## config.mk

```make
export PLATFORM = sky130hd
export DESIGN_NAME = dual_stream_timestamp_aligner_top
export DESIGN_NICKNAME = d
export VERILOG_FILES = /design/src/design/dsta_pkg.sv /design/src/design/dsta_ram.sv /design/src/design/dsta_div.sv /design/src/design/dual_stream_timestamp_aligner_top.sv
export VERILOG_INCLUDE_DIRS = /design/src /design/src/design
export SDC_FILE = /design/constraint.sdc
export NUM_CORES = 2
export LEC_CHECK = 0
export BUFFER_PORTS_ARGS = -buffer_cell sky130_fd_sc_hd__buf_2
export CAP_MARGIN = 15
export CORE_UTILIZATION = 40
export DETAILED_ROUTE_END_ITERATION = 8
export SLEW_MARGIN = 20
export SYNTH_ARGS = -nofsm -noshare
export SYNTH_HDL_FRONTEND = slang
export SYNTH_SLANG_ARGS = --single-unit
```

## constraint.sdc

```tcl
create_clock -name clk -period 13.7 [get_ports clk]
set_input_delay 2.055 -clock clk [delete_from_list [all_inputs] [get_ports clk]]
set_output_delay 2.055 -clock clk [all_outputs]
set_load 0.03 [all_outputs]
```

## src/design/assert_macros.svh

```systemverilog
// Assertion helpers for the top-level design file.
`ifndef ASSERT_MACROS_SVH
`define ASSERT_MACROS_SVH

// Same-cycle implication, reset-gated
`define DSTA_ASSERT_NOW(lbl, ante, cons, msg) \
    lbl: assert property (@(posedge clk) disable iff (!rst_n) (ante) |-> (cons)) \
        else $error(msg);

// Next-cycle implication, reset-gated
`define DSTA_ASSERT_NEXT(lbl, ante, cons, msg) \
    lbl: assert property (@(posedge clk) disable iff (!rst_n) (ante) |=> (cons)) \
        else $error(msg);

`endif

```

## src/design/dsta_pkg.sv

```systemverilog
package dsta_pkg;

    localparam int TS_W   = 64;
    localparam int RATE_W = 19;
    localparam int NS_W   = 30;
    localparam int BASE_W = 21;

    localparam logic [NS_W-1:0]   NS_PER_S        = NS_W'(1000000000);
    localparam logic [NS_W-1:0]   MIN_DURATION_NS = NS_W'(1000000);
    localparam logic [BASE_W-1:0] BASE_TOL_NS     = BASE_W'(500000);
    localparam logic [RATE_W-1:0] RATE_DEFAULT    = RATE_W'(48000);
    localparam logic [RATE_W-1:0] RATE_LOW        = RATE_W'(8000);
    localparam logic [RATE_W-1:0] RATE_HIGH       = RATE_W'(384000);
    localparam int                SOLO_MIN_DEPTH  = 3;

    localparam logic [1:0] FUNC_PUSH     = 2'd0;
    localparam logic [1:0] FUNC_POP      = 2'd1;
    localparam logic [1:0] FUNC_REANCHOR = 2'd2;

    typedef enum logic [3:0] {
        ST_IDLE,
        ST_PUSH_CHK,
        ST_PUSH_JUMP,
        ST_PUSH_APPLY,
        ST_MUL,
        ST_DIV_GO,
        ST_DIV_WAIT,
        ST_POP_START,
        ST_POP_BASE,
        ST_POP_LOOP,
        ST_POP_RDB,
        ST_POP_CAPB,
        ST_POP_CMP,
        ST_FB_CAP,
        ST_REANCHOR,
        ST_RESULT
    } state_t;

endpackage

```

## src/design/dsta_ram.sv

```systemverilog
module dsta_ram #(
    parameter int WIDTH = 8,
    parameter int DEPTH = 16
) (
    input  logic                     clk,
    input  logic                     we,
    input  logic [$clog2(DEPTH)-1:0] waddr,
    input  logic [WIDTH-1:0]         wdata,
    input  logic [$clog2(DEPTH)-1:0] raddr,
    output logic [WIDTH-1:0]         rdata
);

    logic [WIDTH-1:0] mem [DEPTH];
    logic [WIDTH-1:0] rdata_reg;

    // one write port, one registered read port
    always_ff @(posedge clk)
    begin
        if (we)
        begin
            mem[waddr] <= wdata;
        end
        rdata_reg <= mem[raddr];
    end

    assign rdata = rdata_reg;

endmodule

```

## src/design/dsta_div.sv

```systemverilog
module dsta_div #(
    parameter int DW = 44
) (
    input  logic                        clk,
    input  logic                        rst_n,
    input  logic                        start,
    input  logic [DW-1:0]               dividend,
    input  logic [dsta_pkg::RATE_W-1:0] divisor,
    output logic                        busy,
    output logic                        done,
    output logic [DW-1:0]               quotient
);
    import dsta_pkg::*;

    localparam int CW = $clog2(DW);

    logic [DW-1:0]     dvd_reg, dvd_next;
    logic [RATE_W-1:0] rem_reg, rem_next;
    logic [CW-1:0]     cnt_reg, cnt_next;
    logic              busy_reg, busy_next;
    logic              done_reg, done_next;
    logic [RATE_W:0]   trial;
    logic              ge;

    // restoring divide, one quotient bit per cycle shifted into the dividend
    always_comb
    begin
        trial     = {rem_reg, dvd_reg[DW-1]};
        ge        = (trial >= {1'b0, divisor});
        dvd_next  = dvd_reg;
        rem_next  = rem_reg;
        cnt_next  = cnt_reg;
        busy_next = busy_reg;
        done_next = 1'b0;
        if (start)
        begin
            dvd_next  = dividend;
            rem_next  = '0;
            cnt_next  = '0;
            busy_next = 1'b1;
        end
        else if (busy_reg)
        begin
            rem_next = ge ? RATE_W'(trial - {1'b0, divisor}) : trial[RATE_W-1:0];
            dvd_next = {dvd_reg[DW-2:0], ge};
            cnt_next = cnt_reg + 1'b1;
            if (cnt_reg == CW'(DW - 1))
            begin
                busy_next = 1'b0;
                done_next = 1'b1;
            end
        end
    end

    always_ff @(posedge clk or negedge rst_n)
    begin
        if (!rst_n)
        begin
            busy_reg <= 1'b0;
            done_reg <= 1'b0;
            cnt_reg  <= '0;
        end
        else
        begin
            busy_reg <= busy_next;
            done_reg <= done_next;
            cnt_reg  <= cnt_next;
        end
    end

    always_ff @(posedge clk)
    begin
        dvd_reg <= dvd_next;
        rem_reg <= rem_next;
    end

    assign busy     = busy_reg;
    assign done     = done_reg;
    assign quotient = dvd_reg;

endmodule

```

## src/design/dual_stream_timestamp_aligner_top.sv

```systemverilog
// Channel  | Handshake             | Beat contents
// ---------+-----------------------+---------------------------------------------
// input    | in_valid / in_ready   | func, slot, in_timestamp, frames
// result   | out_valid / out_ready | ok, present flags, entries, frames, ts, ...
// config   | cfg_valid / cfg_ready | cfg_data (sample rate)
//
// One item at a time. A push computes the duration only when it is needed
// (frames * 1e9 by a serial divide by the rate); a pop first divides for the
// one-sample period, then walks the head pairs: a pair with unequal frames
// drops one head, a pair with equal frames runs the duration divide and
// compares, and an empty side may send it to the fallback path.
// The result register lets the next item in while a result waits.
// Reset: queues empty, epoch 1, rate 48000. No clearing pass is needed.
module dual_stream_timestamp_aligner_top #(
    parameter int QUEUE_DEPTH = 4,
    parameter int MAX_FRAMES  = 1024
) (
    input  logic                        clk,
    input  logic                        rst_n,
    input  logic                        in_valid,
    output logic                        in_ready,
    input  logic [1:0]                  func,
    input  logic                        slot,
    input  logic [dsta_pkg::TS_W-1:0]   in_timestamp,
    input  logic [15:0]                 frames,
    output logic                        out_valid,
    input  logic                        out_ready,
    output logic                        ok,
    output logic                        a_present,
    output logic                        b_present,
    output logic [1:0]                  a_entry,
    output logic [1:0]                  b_entry,
    output logic [10:0]                 out_frames,
    output logic [dsta_pkg::TS_W-1:0]   out_timestamp,
    output logic                        solo_mix,
    output logic [2:0]                  depth_a,
    output logic [2:0]                  depth_b,
    output logic [31:0]                 epoch,
    output logic [31:0]                 discarded_count,
    input  logic                        cfg_valid,
    output logic                        cfg_ready,
    input  logic [dsta_pkg::RATE_W-1:0] cfg_data
);
    import dsta_pkg::*;
    `include "assert_macros.svh"

    localparam int PTR_W     = $clog2(QUEUE_DEPTH);
    localparam int CNT_W     = $clog2(QUEUE_DEPTH + 1);
    localparam int SUM_W     = CNT_W + 1;
    localparam int FR_W      = $clog2(MAX_FRAMES + 1);
    localparam int PROD_W    = FR_W + NS_W;
    localparam int ENT_W     = TS_W + FR_W;
    localparam int AW        = PTR_W + 1;
    localparam int RAM_DEPTH = 2 ** AW;

    function automatic logic [PTR_W-1:0] ptr_inc(input logic [PTR_W-1:0] p);
        return (p == PTR_W'(QUEUE_DEPTH - 1)) ? '0 : p + 1'b1;
    endfunction

    state_t state_reg, state_next, ret_reg, ret_next;

    logic              slot_reg, slot_next;
    logic [TS_W-1:0]   ts_reg, ts_next;
    logic [15:0]       fr_reg, fr_next;
    logic [RATE_W-1:0] rate_reg, rate_next;
    logic [PTR_W-1:0]  rp0_reg, rp0_next, rp1_reg, rp1_next;
    logic [CNT_W-1:0]  cnt0_reg, cnt0_next, cnt1_reg, cnt1_next;
    logic [TS_W-1:0]   last0_reg, last0_next, last1_reg, last1_next;
    logic [31:0]       epoch_reg, epoch_next, discard_reg, discard_next;
    logic              jump_reg, jump_next;
    logic [FR_W-1:0]   fsel_reg, fsel_next;
    logic [PROD_W-1:0] prod_reg, prod_next;
    logic [BASE_W-1:0] base_reg, base_next;
    logic [TS_W-1:0]   ta_reg, ta_next, tb_reg, tb_next;
    logic [FR_W-1:0]   fa_reg, fa_next;
    logic              fb_side_reg, fb_side_next;

    // pending result fields
    logic              r_ok_reg, r_ok_next, r_ap_reg, r_ap_next, r_bp_reg, r_bp_next;
    logic [PTR_W-1:0]  r_ae_reg, r_ae_next, r_be_reg, r_be_next;
    logic [FR_W-1:0]   r_fr_reg, r_fr_next;
    logic [TS_W-1:0]   r_ts_reg, r_ts_next;
    logic              r_sf_reg, r_sf_next;

    // output register
    logic              ov_reg, ov_next;
    logic              o_ok_reg, o_ok_next, o_ap_reg, o_ap_next, o_bp_reg, o_bp_next;
    logic [1:0]        o_ae_reg, o_ae_next, o_be_reg, o_be_next;
    logic [10:0]       o_fr_reg, o_fr_next;
    logic [TS_W-1:0]   o_ts_reg, o_ts_next;
    logic              o_sf_reg, o_sf_next;
    logic [2:0]        o_da_reg, o_da_next, o_db_reg, o_db_next;
    logic [31:0]       o_ep_reg, o_ep_next, o_dc_reg, o_dc_next;

    logic              ram_we;
    logic [AW-1:0]     ram_waddr, ram_raddr;
    logic [ENT_W-1:0]  ram_wdata, ram_rdata;
    logic [TS_W-1:0]   rd_ts;
    logic [FR_W-1:0]   rd_fr;

    logic              div_start, div_busy, div_done;
    logic [PROD_W-1:0] div_q;

    assign rd_ts = ram_rdata[ENT_W-1:FR_W];
    assign rd_fr = ram_rdata[FR_W-1:0];

    dsta_ram #(
        .WIDTH (ENT_W),
        .DEPTH (RAM_DEPTH)
    ) u_ram (
        .clk   (clk),
        .we    (ram_we),
        .waddr (ram_waddr),
        .wdata (ram_wdata),
        .raddr (ram_raddr),
        .rdata (ram_rdata)
    );

    dsta_div #(
        .DW (PROD_W)
    ) u_div (
        .clk      (clk),
        .rst_n    (rst_n),
        .start    (div_start),
        .dividend (prod_reg),
        .divisor  (rate_reg),
        .busy     (div_busy),
        .done     (div_done),
        .quotient (div_q)
    );

    // sequencer: next state, queue updates, result assembly
    always_comb
    begin
        logic [TS_W-1:0]   prev;
        logic [PROD_W-1:0] dur;
        logic [PTR_W-1:0]  w_rp0, w_rp1, s_rp;
        logic [CNT_W-1:0]  w_c0, w_c1, s_c;
        logic [SUM_W-1:0]  sum;
        logic [PTR_W-1:0]  wptr;
        logic [BASE_W-1:0] b8;
        logic [TS_W-1:0]   diff, tol;

        state_next   = state_reg;
        ret_next     = ret_reg;
        slot_next    = slot_reg;
        ts_next      = ts_reg;
        fr_next      = fr_reg;
        rate_next    = rate_reg;
        rp0_next     = rp0_reg;
        rp1_next     = rp1_reg;
        cnt0_next    = cnt0_reg;
        cnt1_next    = cnt1_reg;
        last0_next   = last0_reg;
        last1_next   = last1_reg;
        epoch_next   = epoch_reg;
        discard_next = discard_reg;
        jump_next    = jump_reg;
        fsel_next    = fsel_reg;
        prod_next    = prod_reg;
        base_next    = base_reg;
        ta_next      = ta_reg;
        tb_next      = tb_reg;
        fa_next      = fa_reg;
        fb_side_next = fb_side_reg;
        r_ok_next    = r_ok_reg;
        r_ap_next    = r_ap_reg;
        r_bp_next    = r_bp_reg;
        r_ae_next    = r_ae_reg;
        r_be_next    = r_be_reg;
        r_fr_next    = r_fr_reg;
        r_ts_next    = r_ts_reg;
        r_sf_next    = r_sf_reg;
        ov_next      = ov_reg && !out_ready;
        o_ok_next    = o_ok_reg;
        o_ap_next    = o_ap_reg;
        o_bp_next    = o_bp_reg;
        o_ae_next    = o_ae_reg;
        o_be_next    = o_be_reg;
        o_fr_next    = o_fr_reg;
        o_ts_next    = o_ts_reg;
        o_sf_next    = o_sf_reg;
        o_da_next    = o_da_reg;
        o_db_next    = o_db_reg;
        o_ep_next    = o_ep_reg;
        o_dc_next    = o_dc_reg;
        ram_we       = 1'b0;
        ram_waddr    = '0;
        ram_wdata    = {ts_reg, fr_reg[FR_W-1:0]};
        ram_raddr    = '0;
        div_start    = 1'b0;
        in_ready     = 1'b0;
        cfg_ready    = 1'b0;

        prev  = slot_reg ? last1_reg : last0_reg;
        dur   = (div_q < PROD_W'(MIN_DURATION_NS)) ? PROD_W'(MIN_DURATION_NS) : div_q;
        w_rp0 = rp0_reg;
        w_rp1 = rp1_reg;
        w_c0  = cnt0_reg;
        w_c1  = cnt1_reg;
        s_rp  = '0;
        s_c   = '0;
        sum   = '0;
        wptr  = '0;
        b8    = {div_q[BASE_W-4:0], 3'b000};
        diff  = (tb_reg >= ta_reg) ? tb_reg - ta_reg : ta_reg - tb_reg;
        tol   = TS_W'(div_q) + TS_W'(base_reg);

        case (state_reg)
            ST_IDLE:
            begin
                cfg_ready = 1'b1;
                in_ready  = !cfg_valid;
                if (cfg_valid)
                begin
                    rate_next = (cfg_data >= RATE_LOW && cfg_data <= RATE_HIGH) ?
                                cfg_data : RATE_DEFAULT;
                    rp0_next     = '0;
                    rp1_next     = '0;
                    cnt0_next    = '0;
                    cnt1_next    = '0;
                    last0_next   = '0;
                    last1_next   = '0;
                    epoch_next   = 32'd1;
                    discard_next = '0;
                end
                else if (in_valid)
                begin
                    slot_next = slot;
                    ts_next   = in_timestamp;
                    fr_next   = frames;
                    r_ok_next = 1'b0;
                    r_ap_next = 1'b0;
                    r_bp_next = 1'b0;
                    r_ae_next = '0;
                    r_be_next = '0;
                    r_fr_next = '0;
                    r_ts_next = '0;
                    r_sf_next = 1'b0;
                    case (func)
                        FUNC_PUSH:     state_next = ST_PUSH_CHK;
                        FUNC_POP:      state_next = ST_POP_START;
                        FUNC_REANCHOR: state_next = ST_REANCHOR;
                        default:       state_next = ST_RESULT;
                    endcase
                end
            end

            // frame count check and the cheap discontinuity cases
            ST_PUSH_CHK:
            begin
                if (fr_reg == 16'd0 || fr_reg > 16'(MAX_FRAMES))
                begin
                    state_next = ST_RESULT;
                end
                else if (prev == '0)
                begin
                    jump_next  = 1'b0;
                    state_next = ST_PUSH_APPLY;
                end
                else if (ts_reg == '0 || ts_reg <= prev)
                begin
                    jump_next  = 1'b1;
                    state_next = ST_PUSH_APPLY;
                end
                else
                begin
                    fsel_next  = fr_reg[FR_W-1:0];
                    ret_next   = ST_PUSH_JUMP;
                    state_next = ST_MUL;
                end
            end

            ST_PUSH_JUMP:
            begin
                jump_next  = (ts_reg - prev) > TS_W'({dur, 4'b0000});
                state_next = ST_PUSH_APPLY;
            end

            // optional clear, overflow drop, append
            ST_PUSH_APPLY:
            begin
                if (jump_reg)
                begin
                    w_rp0      = '0;
                    w_rp1      = '0;
                    w_c0       = '0;
                    w_c1       = '0;
                    last0_next = '0;
                    last1_next = '0;
                    epoch_next = epoch_reg + 32'd1;
                end
                if (slot_reg)
                begin
                    last1_next = ts_reg;
                end
                else
                begin
                    last0_next = ts_reg;
                end
                s_rp = slot_reg ? w_rp1 : w_rp0;
                s_c  = slot_reg ? w_c1 : w_c0;
                if (s_c >= CNT_W'(QUEUE_DEPTH))
                begin
                    s_rp         = ptr_inc(s_rp);
                    s_c          = s_c - 1'b1;
                    discard_next = discard_reg + 32'd1;
                end
                sum  = SUM_W'(s_rp) + SUM_W'(s_c);
                wptr = (sum >= SUM_W'(QUEUE_DEPTH)) ?
                       PTR_W'(sum - SUM_W'(QUEUE_DEPTH)) : PTR_W'(sum);
                s_c  = s_c + 1'b1;
                if (slot_reg)
                begin
                    rp0_next  = w_rp0;
                    cnt0_next = w_c0;
                    rp1_next  = s_rp;
                    cnt1_next = s_c;
                end
                else
                begin
                    rp0_next  = s_rp;
                    cnt0_next = s_c;
                    rp1_next  = w_rp1;
                    cnt1_next = w_c1;
                end
                ram_we     = 1'b1;
                ram_waddr  = {slot_reg, wptr};
                r_ok_next  = 1'b1;
                r_ae_next  = wptr;
                state_next = ST_RESULT;
            end

            // shared duration path: frames * 1e9, then divide by the rate
            ST_MUL:
            begin
                prod_next  = PROD_W'(fsel_reg) * PROD_W'(NS_PER_S);
                state_next = ST_DIV_GO;
            end

            ST_DIV_GO:
            begin
                div_start  = 1'b1;
                state_next = ST_DIV_WAIT;
            end

            ST_DIV_WAIT:
            begin
                if (div_done)
                begin
                    state_next = ret_reg;
                end
            end

            // one-sample period for the base tolerance
            ST_POP_START:
            begin
                fsel_next  = FR_W'(1);
                ret_next   = ST_POP_BASE;
                state_next = ST_MUL;
            end

            ST_POP_BASE:
            begin
                base_next  = (b8 < BASE_TOL_NS) ? BASE_TOL_NS : b8;
                state_next = ST_POP_LOOP;
            end

            // head walk, or fallback when one side is empty and the other holds at least SOLO_MIN_DEPTH
            ST_POP_LOOP:
            begin
                if (cnt0_reg != '0 && cnt1_reg != '0)
                begin
                    ram_raddr  = {1'b0, rp0_reg};
                    state_next = ST_POP_RDB;
                end
                else if (cnt0_reg >= CNT_W'(SOLO_MIN_DEPTH) && cnt1_reg == '0)
                begin
                    ram_raddr    = {1'b0, rp0_reg};
                    fb_side_next = 1'b0;
                    state_next   = ST_FB_CAP;
                end
                else if (cnt1_reg >= CNT_W'(SOLO_MIN_DEPTH) && cnt0_reg == '0)
                begin
                    ram_raddr    = {1'b1, rp1_reg};
                    fb_side_next = 1'b1;
                    state_next   = ST_FB_CAP;
                end
                else
                begin
                    state_next = ST_RESULT;
                end
            end

            ST_POP_RDB:
            begin
                ram_raddr  = {1'b1, rp1_reg};
                ta_next    = rd_ts;
                fa_next    = rd_fr;
                state_next = ST_POP_CAPB;
            end

            ST_POP_CAPB:
            begin
                tb_next = rd_ts;
                if (fa_reg == rd_fr)
                begin
                    fsel_next  = fa_reg;
                    ret_next   = ST_POP_CMP;
                    state_next = ST_MUL;
                end
                else
                begin
                    if (ta_reg <= rd_ts)
                    begin
                        rp0_next  = ptr_inc(rp0_reg);
                        cnt0_next = cnt0_reg - 1'b1;
                    end
                    else
                    begin
                        rp1_next  = ptr_inc(rp1_reg);
                        cnt1_next = cnt1_reg - 1'b1;
                    end
                    discard_next = discard_reg + 32'd1;
                    state_next   = ST_POP_LOOP;
                end
            end

            ST_POP_CMP:
            begin
                if (diff <= tol)
                begin
                    r_ok_next  = 1'b1;
                    r_ap_next  = 1'b1;
                    r_bp_next  = 1'b1;
                    r_ae_next  = rp0_reg;
                    r_be_next  = rp1_reg;
                    r_fr_next  = fa_reg;
                    r_ts_next  = (ta_reg < tb_reg) ? ta_reg : tb_reg;
                    rp0_next   = ptr_inc(rp0_reg);
                    cnt0_next  = cnt0_reg - 1'b1;
                    rp1_next   = ptr_inc(rp1_reg);
                    cnt1_next  = cnt1_reg - 1'b1;
                    state_next = ST_RESULT;
                end
                else
                begin
                    if (ta_reg <= tb_reg)
                    begin
                        rp0_next  = ptr_inc(rp0_reg);
                        cnt0_next = cnt0_reg - 1'b1;
                    end
                    else
                    begin
                        rp1_next  = ptr_inc(rp1_reg);
                        cnt1_next = cnt1_reg - 1'b1;
                    end
                    discard_next = discard_reg + 32'd1;
                    state_next   = ST_POP_LOOP;
                end
            end

            ST_FB_CAP:
            begin
                r_ok_next = 1'b1;
                r_fr_next = rd_fr;
                r_ts_next = rd_ts;
                r_sf_next = 1'b1;
                if (fb_side_reg)
                begin
                    r_bp_next = 1'b1;
                    r_be_next = rp1_reg;
                    rp1_next  = ptr_inc(rp1_reg);
                    cnt1_next = cnt1_reg - 1'b1;
                end
                else
                begin
                    r_ap_next = 1'b1;
                    r_ae_next = rp0_reg;
                    rp0_next  = ptr_inc(rp0_reg);
                    cnt0_next = cnt0_reg - 1'b1;
                end
                state_next = ST_RESULT;
            end

            ST_REANCHOR:
            begin
                rp0_next   = '0;
                rp1_next   = '0;
                cnt0_next  = '0;
                cnt1_next  = '0;
                last0_next = '0;
                last1_next = '0;
                epoch_next = epoch_reg + 32'd1;
                state_next = ST_RESULT;
            end

            // hand the beat to the output register once it is free
            ST_RESULT:
            begin
                if (!ov_reg || out_ready)
                begin
                    ov_next    = 1'b1;
                    o_ok_next  = r_ok_reg;
                    o_ap_next  = r_ap_reg;
                    o_bp_next  = r_bp_reg;
                    o_ae_next  = 2'(r_ae_reg);
                    o_be_next  = 2'(r_be_reg);
                    o_fr_next  = 11'(r_fr_reg);
                    o_ts_next  = r_ts_reg;
                    o_sf_next  = r_sf_reg;
                    o_da_next  = 3'(cnt0_reg);
                    o_db_next  = 3'(cnt1_reg);
                    o_ep_next  = epoch_reg;
                    o_dc_next  = discard_reg;
                    state_next = ST_IDLE;
                end
            end

            default:
            begin
                state_next = ST_IDLE;
            end
        endcase
    end

    // control state
    always_ff @(posedge clk or negedge rst_n)
    begin
        if (!rst_n)
        begin
            state_reg   <= ST_IDLE;
            ret_reg     <= ST_IDLE;
            rate_reg    <= RATE_DEFAULT;
            rp0_reg     <= '0;
            rp1_reg     <= '0;
            cnt0_reg    <= '0;
            cnt1_reg    <= '0;
            last0_reg   <= '0;
            last1_reg   <= '0;
            epoch_reg   <= 32'd1;
            discard_reg <= '0;
            ov_reg      <= 1'b0;
        end
        else
        begin
            state_reg   <= state_next;
            ret_reg     <= ret_next;
            rate_reg    <= rate_next;
            rp0_reg     <= rp0_next;
            rp1_reg     <= rp1_next;
            cnt0_reg    <= cnt0_next;
            cnt1_reg    <= cnt1_next;
            last0_reg   <= last0_next;
            last1_reg   <= last1_next;
            epoch_reg   <= epoch_next;
            discard_reg <= discard_next;
            ov_reg      <= ov_next;
        end
    end

    // payload
    always_ff @(posedge clk)
    begin
        slot_reg    <= slot_next;
        ts_reg      <= ts_next;
        fr_reg      <= fr_next;
        jump_reg    <= jump_next;
        fsel_reg    <= fsel_next;
        prod_reg    <= prod_next;
        base_reg    <= base_next;
        ta_reg      <= ta_next;
        tb_reg      <= tb_next;
        fa_reg      <= fa_next;
        fb_side_reg <= fb_side_next;
        r_ok_reg    <= r_ok_next;
        r_ap_reg    <= r_ap_next;
        r_bp_reg    <= r_bp_next;
        r_ae_reg    <= r_ae_next;
        r_be_reg    <= r_be_next;
        r_fr_reg    <= r_fr_next;
        r_ts_reg    <= r_ts_next;
        r_sf_reg    <= r_sf_next;
        o_ok_reg    <= o_ok_next;
        o_ap_reg    <= o_ap_next;
        o_bp_reg    <= o_bp_next;
        o_ae_reg    <= o_ae_next;
        o_be_reg    <= o_be_next;
        o_fr_reg    <= o_fr_next;
        o_ts_reg    <= o_ts_next;
        o_sf_reg    <= o_sf_next;
        o_da_reg    <= o_da_next;
        o_db_reg    <= o_db_next;
        o_ep_reg    <= o_ep_next;
        o_dc_reg    <= o_dc_next;
    end

    assign out_valid        = ov_reg;
    assign ok               = o_ok_reg;
    assign a_present        = o_ap_reg;
    assign b_present        = o_bp_reg;
    assign a_entry          = o_ae_reg;
    assign b_entry          = o_be_reg;
    assign out_frames       = o_fr_reg;
    assign out_timestamp    = o_ts_reg;
    assign solo_mix         = o_sf_reg;
    assign depth_a          = o_da_reg;
    assign depth_b          = o_db_reg;
    assign epoch            = o_ep_reg;
    assign discarded_count  = o_dc_reg;

    `DSTA_ASSERT_NOW(a_cnt_bound, 1'b1,
        (cnt0_reg <= CNT_W'(QUEUE_DEPTH)) && (cnt1_reg <= CNT_W'(QUEUE_DEPTH)),
        "queue count above depth")
    `DSTA_ASSERT_NEXT(a_cfg_reset_counts, cfg_valid && cfg_ready,
        (epoch_reg == 32'd1) && (discard_reg == 32'd0) && (cnt0_reg == '0),
        "config write did not reset counters")
    `DSTA_ASSERT_NOW(a_div_idle_start, div_start, !div_busy,
        "divider started while busy")

endmodule
```

-- After elaboration in Yosys (flattened, before gate mapping)
Memories as Yosys holds them, arrays and structs flattened. A register that Yosys moved wholly into a read port is not among the register bits.
Index checks and enable logic that the tools add are counted.
Widths: inputs -> output; s select.
- add/subtract/negate cells: 17
- $mul: 1
- order comparisons: 17
- eq/ne operators: 45
- muxes and demuxes: 145
- bitwise gates (word level): 2
- reductions and logical operators: 52
- operator list (operator ; number):
    $mux 64 ; 10
    $pmux 64 s3 ; 3
    $le 64x64->1 ; 3
    $mux 32 ; 6
    $sub 64x64->64 ; 3
    $logic_not 64->1 ; 2
    $pmux 32 s4 ; 1
    $mux 41 ; 3
    $pmux 32 s3 ; 1
    $mux 3 ; 28
    $mux 11 ; 7
    $pmux 11 s3 ; 2
    $add 32x1->32 const B ; 2
    $ge 64x64->1 ; 1
    $gt 64x45->1 ; 1
    $le 64x42->1 ; 1
    $lt 64x64->1 ; 1
    $mux 2 ; 32
    $pmux 4 s14 ; 1
    $add 41x21->42 ; 1
    $lt 41x20->1 const B ; 1
    $mux 4 ; 10
    $mux 19 ; 2
    $pmux 3 s6 ; 2
    55 further kinds ; 155
- register bits: 820
- memory bits (writable): 600
- input bits: 107
- word-level logic and storage cells: 330
- memories: 1
- memory list (memory ; depth ; bits a word ; read ports ; clocked after memory_dff ; write ports ; RTL line ; source):
    u_ram.mem ; 8 ; 75 ; 1 ; 1 ; 1 ; dsta_ram.sv:13 ; logic [WIDTH-1:0] mem [DEPTH];

-- Logic depth before layout (Yosys ltp)
- word-level depth: 11
- gate-level depth with buffers: 34

-- By module
A second synthesis with hierarchy kept.
- cells, all modules: 6044
- area, all modules: 76997.6 µm²
- modules (own cells, without submodules) (module ; times used ; cells each ; area an instance (µm²) ; sequential area each (µm²)):
    dual_stream_timestamp_aligner_top ; 1 ; 4703 ; 48957.0 ; 21325.5
    dsta_ram ; 1 ; 955 ; 24049.3 ; 19518.7
    dsta_div ; 1 ; 386 ; 3991.3 ; 1811.7

-- Worst setup path after synthesis
No wires, ideal clock.
- kind: reg2reg
- start point: register slot_reg
- end point: memory u_ram.mem[2][0] (netlist name) (enable)
- setup time: 617 ps
- arrival: 9371 ps
- path slack: 3712 ps
- cell stages (with the launch flop): 16
- path buffers: 4
- clock period less this slack: 9988 ps
- cells stage by stage: edfxtp_1 -> clkbuf_1 -> buf_1 -> buf_1 -> mux2i_1 -> or2_2 -> ha_1 -> ha_1 -> or2_2 -> clkbuf_1 -> xnor2_1 -> inv_1 -> ha_1 -> xnor2_1 -> xnor2_1 -> nor3b_1
- word-level cells in the longest chain between the ends: 9
- elaborated cells between the ends (all ways): 16
- RTL lines (item ; RTL line ; source):
    start: declaration ; dual_stream_timestamp_aligner_top.sv:62 ; logic slot_reg, slot_next;
    start signal: assignment ; dual_stream_timestamp_aligner_top.sv:565 ; slot_reg <= slot_next;
    $mux 2 ; dual_stream_timestamp_aligner_top.sv:301 ; s_rp = slot_reg ? w_rp1 : w_rp0;
    $add 2x1->2 or $eq 2x2->1 (tied branches) ; dual_stream_timestamp_aligner_top.sv:57 ; return (p == PTR_W'(QUEUE_DEPTH - 1)) ? '0 : p + 1'b1;
    $mux 2 ; dual_stream_timestamp_aligner_top.sv:57 ;
    $mux 2 ; dual_stream_timestamp_aligner_top.sv:303 ; if (s_c >= CNT_W'(QUEUE_DEPTH))
    $mux 2 ; dual_stream_timestamp_aligner_top.sv:209 ; case (state_reg)
    $add 2x3->4 ; dual_stream_timestamp_aligner_top.sv:309 ; sum = SUM_W'(s_rp) + SUM_W'(s_c);
    $ge 4x3->1 or $sub 2x1->2 (tied branches) ; dual_stream_timestamp_aligner_top.sv:310, dual_stream_timestamp_aligner_top.sv:311 ;
    $mux 2 ; dual_stream_timestamp_aligner_top.sv:310 ; wptr = (sum >= SUM_W'(QUEUE_DEPTH)) ?
    $mux 3 * ; dual_stream_timestamp_aligner_top.sv:209 ;
    end: declaration ; dsta_ram.sv:13 ;
Mark *: on every way between the ends. The rest lies on a longest branch, timed or not. The select of a mux whose other input is x is not followed.

-- Final worst setup path
- start point: register tb_reg[0]
- end point: register r_ts_reg[63] (enable)
- word-level cells in the longest chain between the ends: 5
- elaborated cells between the ends (all ways): 7
- RTL lines (item ; RTL line ; source):
    start: declaration ; dual_stream_timestamp_aligner_top.sv:74 ; logic [TS_W-1:0] ta_reg, ta_next, tb_reg, tb_next;
    start signal: assignment ; dual_stream_timestamp_aligner_top.sv:573 ; tb_reg <= tb_next;
    $sub 64x64->64 or $ge 64x64->1 (tied branches) ; dual_stream_timestamp_aligner_top.sv:206 ; diff = (tb_reg >= ta_reg) ? tb_reg - ta_reg : ta_reg - tb_reg;
    $mux 64 * ; dual_stream_timestamp_aligner_top.sv:206 ;
    $le 64x42->1 * ; dual_stream_timestamp_aligner_top.sv:431 ; if (diff <= tol)
    $ne 2x2->1 (no line) * ; - ;
    $reduce_and 4->1 (no line) * ; - ;
    end signal: assignment ; dual_stream_timestamp_aligner_top.sv:582 ; r_ts_reg <= r_ts_next;
    end: declaration ; dual_stream_timestamp_aligner_top.sv:82 ; logic [TS_W-1:0] r_ts_reg, r_ts_next;
Mark *: on every way between the ends. The rest lies on a longest branch, timed or not.
A chain may end at the register's enable or synchronous reset.

==> results.json <==
{
  "grt_util_all_layers": 0.2405,
  "yosys-top-cells-count": "sky130_fd_sc_hd__edfxtp_1 (1160), sky130_fd_sc_hd__nand2_1 (993), sky130_fd_sc_hd__ha_1 (487), sky130_fd_sc_hd__nand3_1 (463), sky130_fd_sc_hd__inv_1 (417)",
  "synth_area_leaders": "sky130_fd_sc_hd__edfxtp_1 (45%), sky130_fd_sc_hd__ha_1 (7.9%), sky130_fd_sc_hd__dfrtp_1 (7.5%)",
  "maxUsedRoutingLayer": "met5",
  "initialDrtViolationCount": 5135,
  "grt-ovfl-total": 0,
  "ctsHtreeMaxLevel": 4,
  "criticalPathCategory": "flip-flop to flip-flop",
  "number_of_buffers_on_the_longest_clock_path": 3,
  "io_buffers": 262,
  "post-synth-top-area-fraction": 0.4531,
  "grt_antenna_before_repair": 22,
  "fin_skew_ps": 36.67,
  "tns_ps": 0,
  "average_cell_area_after_synthesis_um2": 11.10,
  "mappedNetlistArea_um2": 76870,
  "postSynth.asyncResetShare": 0.1590,
  "data_arrival_time_of_the_worst_path_ps": 10140,
  "wl_met2_um": 109200,
  "cts.reportedPaths.clkPinSlew_ps": 60,
  "run_status": "finished clean",
  "tritoncts_num_sinks": 1491,
  "crit_path_top_delay_cell": "sky130_fd_sc_hd__and2_1",
  "fp.dieH_um": 440.4,
  "synth_fp_nets": 7604,
  "netlist_instances": 6925,
  "critical_path.max_fanout": 56,
  "pwr-share-comb": 0.520,
  "maxSlewViolCount": 0,
  "synth_top_family_by_area": "simple AND/OR/NAND/NOR gates",
  "via_count_of_the_first_global_routing_pass": 53980,
  "tritoncts": "built",
  "detail_route.drc_violations": 0,
  "grt_first_pass_wirelength_um": 349800,
  "crit_start_category": "flip-flop",
  "clockRootBuffer": "sky130_fd_sc_hd__clkbuf_16",
  "synth_xor_area_frac": 0.02655,
  "design.final.nets": 7830,
  "detail_route.wl_per_cell_um": 24.10,
  "fin_util": 0.4540,
  "netSwitchingFraction": 0.4172,
  "largest_reg_flops": 600,
  "place_worst_setup_slack_ps": 4074,
  "num_vias": 55600,
  "post_synth_mux_area_share": 0.02366,
  "final_layout_size_suffix_gt1_frac": 0.09779,
  "slew-limit-headroom": 0.2016,
  "ant_nets": 0,
  "hold_viol": 0,
  "post_synth_top_area_cell": "sky130_fd_sc_hd__edfxtp_1",
  "synth_sequential_area_ratio": 0.5549,
  "place_hpwl_um": 168500,
  "power.share.sequential": 0.293,
  "vdd_ir_drop_max_mv": 0.5640,
  "ys_warn_count": 0,
  "fmax_mhz": 103.1,
  "shortest_clock_period_the_worst_path_allows_after_layout_ps": 9701,
  "timing.final.setup_violations": 0,
  "yosys.cell_count.top_type": "sky130_fd_sc_hd__edfxtp_1",
  "endpoint_kind": "flip-flop",
  "insertion_delay_ps": 830,
  "fp.dieArea_um2": 193900,
  "initial_core_utilization": 0.4034,
  "number_of_buffers_added_by_the_clock_tree_synthesis_step": 164,
  "synth-adder-area-share": 0.1014,
  "p_leak_nw": 35.00,
  "wl_um": 236300,
  "p_int_mw": 13.71,
  "grt_setup_unrepaired": "no",
  "globalplace.congestion": 0.9752,
  "maxCapViolCount": 0,
  "row_count": 160,
  "top_level_ports": 263,
  "synth_ff_type": "sky130_fd_sc_hd__edfxtp_1",
  "yosys.cell_types.count": 92,
  "power.net_switching_mw": 9.818,
  "dr_wl_met3_um": 13440,
  "final.period_utilization": 0.7081,
  "area_share_of_and_or_nand_nor_cells_after_synthesis": 0.1369,
  "area.growth.synth_to_final_pct": 12.54,
  "timing.final.ws_setup_ps": 3999,
  "core_region_area_um2": 190600,
  "grt_max_degree": 147,
  "die_width_um": 440.4,
  "detail_route.vias_per_cell": 5.670,
  "cells_resized_by_post_cts_repair": 0,
  "drt_first_pass_iters": 5,
  "hold_path_class": "flip-flop to flip-flop",
  "cts_post_setup_buffers_inserted": 0,
  "share_of_the_synthesized_area_in_compound_gates_ao_oa_aoi_oai": 0.1208,
  "worst_pin_slew_ps": 1198,
  "worst-endpoint-required_ps": 14140,
  "crit_path_max_incr_delay_ps": 750,
  "power_density_nw_per_um2": 272.0,
  "p_clk_frac": 0.187,
  "wl_met1_um": 107200,
  "cts_hold_buf": 0,
  "synth-seq-cells": 1491,
  "number_of_flops_mapped_to_enable_cells_by_yosys": 1160,
  "p_total_mw": 23.53
}
==> worst paths after layout <==
path | depth (start not counted) | slack, ps | endpoint | from
setup reg to reg | 34 | 4000 | r_ts_reg[63] | tb_reg[0]
setup / recovery | 34 | 4000 | r_ts_reg[63] | tb_reg[0]
max in group asynchronous | 2 | 10850 | last1_reg[35] | rst_n
hold reg to reg | 0 | 410 | out_timestamp[16] | r_ts_reg[16]
min in group asynchronous | 1 | 1280 | epoch_reg[30] | rst_n
hold / removal | 0 | 410 | out_timestamp[16] | r_ts_reg[16]
==> per-layer routing <==
layer  up-vias  global-route usage
li1      25720                   -
met1     27740              0.3427
met2      1805              0.3833
met3       327             0.03049
met4         2             0.06876
met5         -                   0
==> area by class of cell <==
class,count,area [um2]
clock buffer,232,4613
multi-input combinational,4714,31690
clock inverter,74,730.7
sequential,1491,42660
inverter,417,1567
fill,17530,104100
timing repair buffer,363,2105
tap,2511,3142
antenna,4,10.01
==> kinds of logic (layout without fill, tap and decap cells) <==
| logic type | after synthesis | after routing |
|---|---|---|
| adder cells (fa/ha/maj) | 572 | 572 |
| buffers and inverters | 720 | 1086 |
| multiplexers | 180 | 180 |
| other | 0 | 4 |
| flip-flops | 1491 | 1491 |
| XOR/XNOR | 233 | 233 |
| AND/OR/NAND/NOR | 2300 | 2300 |
| AO/OA/AOI/OAI | 1429 | 1429 |
==> metrics by stage <==
stage,hold WS [ps],std cells,area (um2)
final,412.1,9806,86520
after global routing,422.5,9802,86510
after CTS,412.9,9802,86500
after detailed placement,404.5,9496,81150
after global placement,404.7,9496,81130
after floorplan,400.3,6925,76880
==> placed cells by master (no fill, tap or decap), drive strengths merged, types with 25 or more instances in the layout <==
cell,n
buf,363
and2,29
xnor2,149
a21oi,362
xor2,84
mux2i,166
nor4,53
and3,45
or3,25
nor2,322
nor2b,55
nand2,994
ha,487
clkinv,45
nor3,94
nand4,129
o21bai,49
clkbuf,232
a22o,153
inv,426
edfxtp,1160
o21ai,344
nand2b,28
dfxtp,94
a31oi,37
o22ai,78
o21a,42
a21o,130
dfrtp,229
a211oi,46
fa,85
nand3,464
==> power by group through the flow <==
stage	sequential (mW)	clock (mW)	combinational, mW
2_1_floorplan	6.82	0	8.86
3_3_place_gp	6.96	0	12.0
3_5_place_dp	6.98	0	12.1
4_1_cts	6.89	4.49	12.2
5_1_grt	6.98	4.66	13.6
6_report	6.90	4.39	12.2
==> critical path, delay by kind of cell (launching register included) <==
kind	cells	cell delay [ps]
buf+inv	6	1820
simple gates	7	1740
compound gates	17	3960
fa+ha+maj	3	940
flops	1	410
xor+xnor	1	220
(Power assumes the default switching activity.)
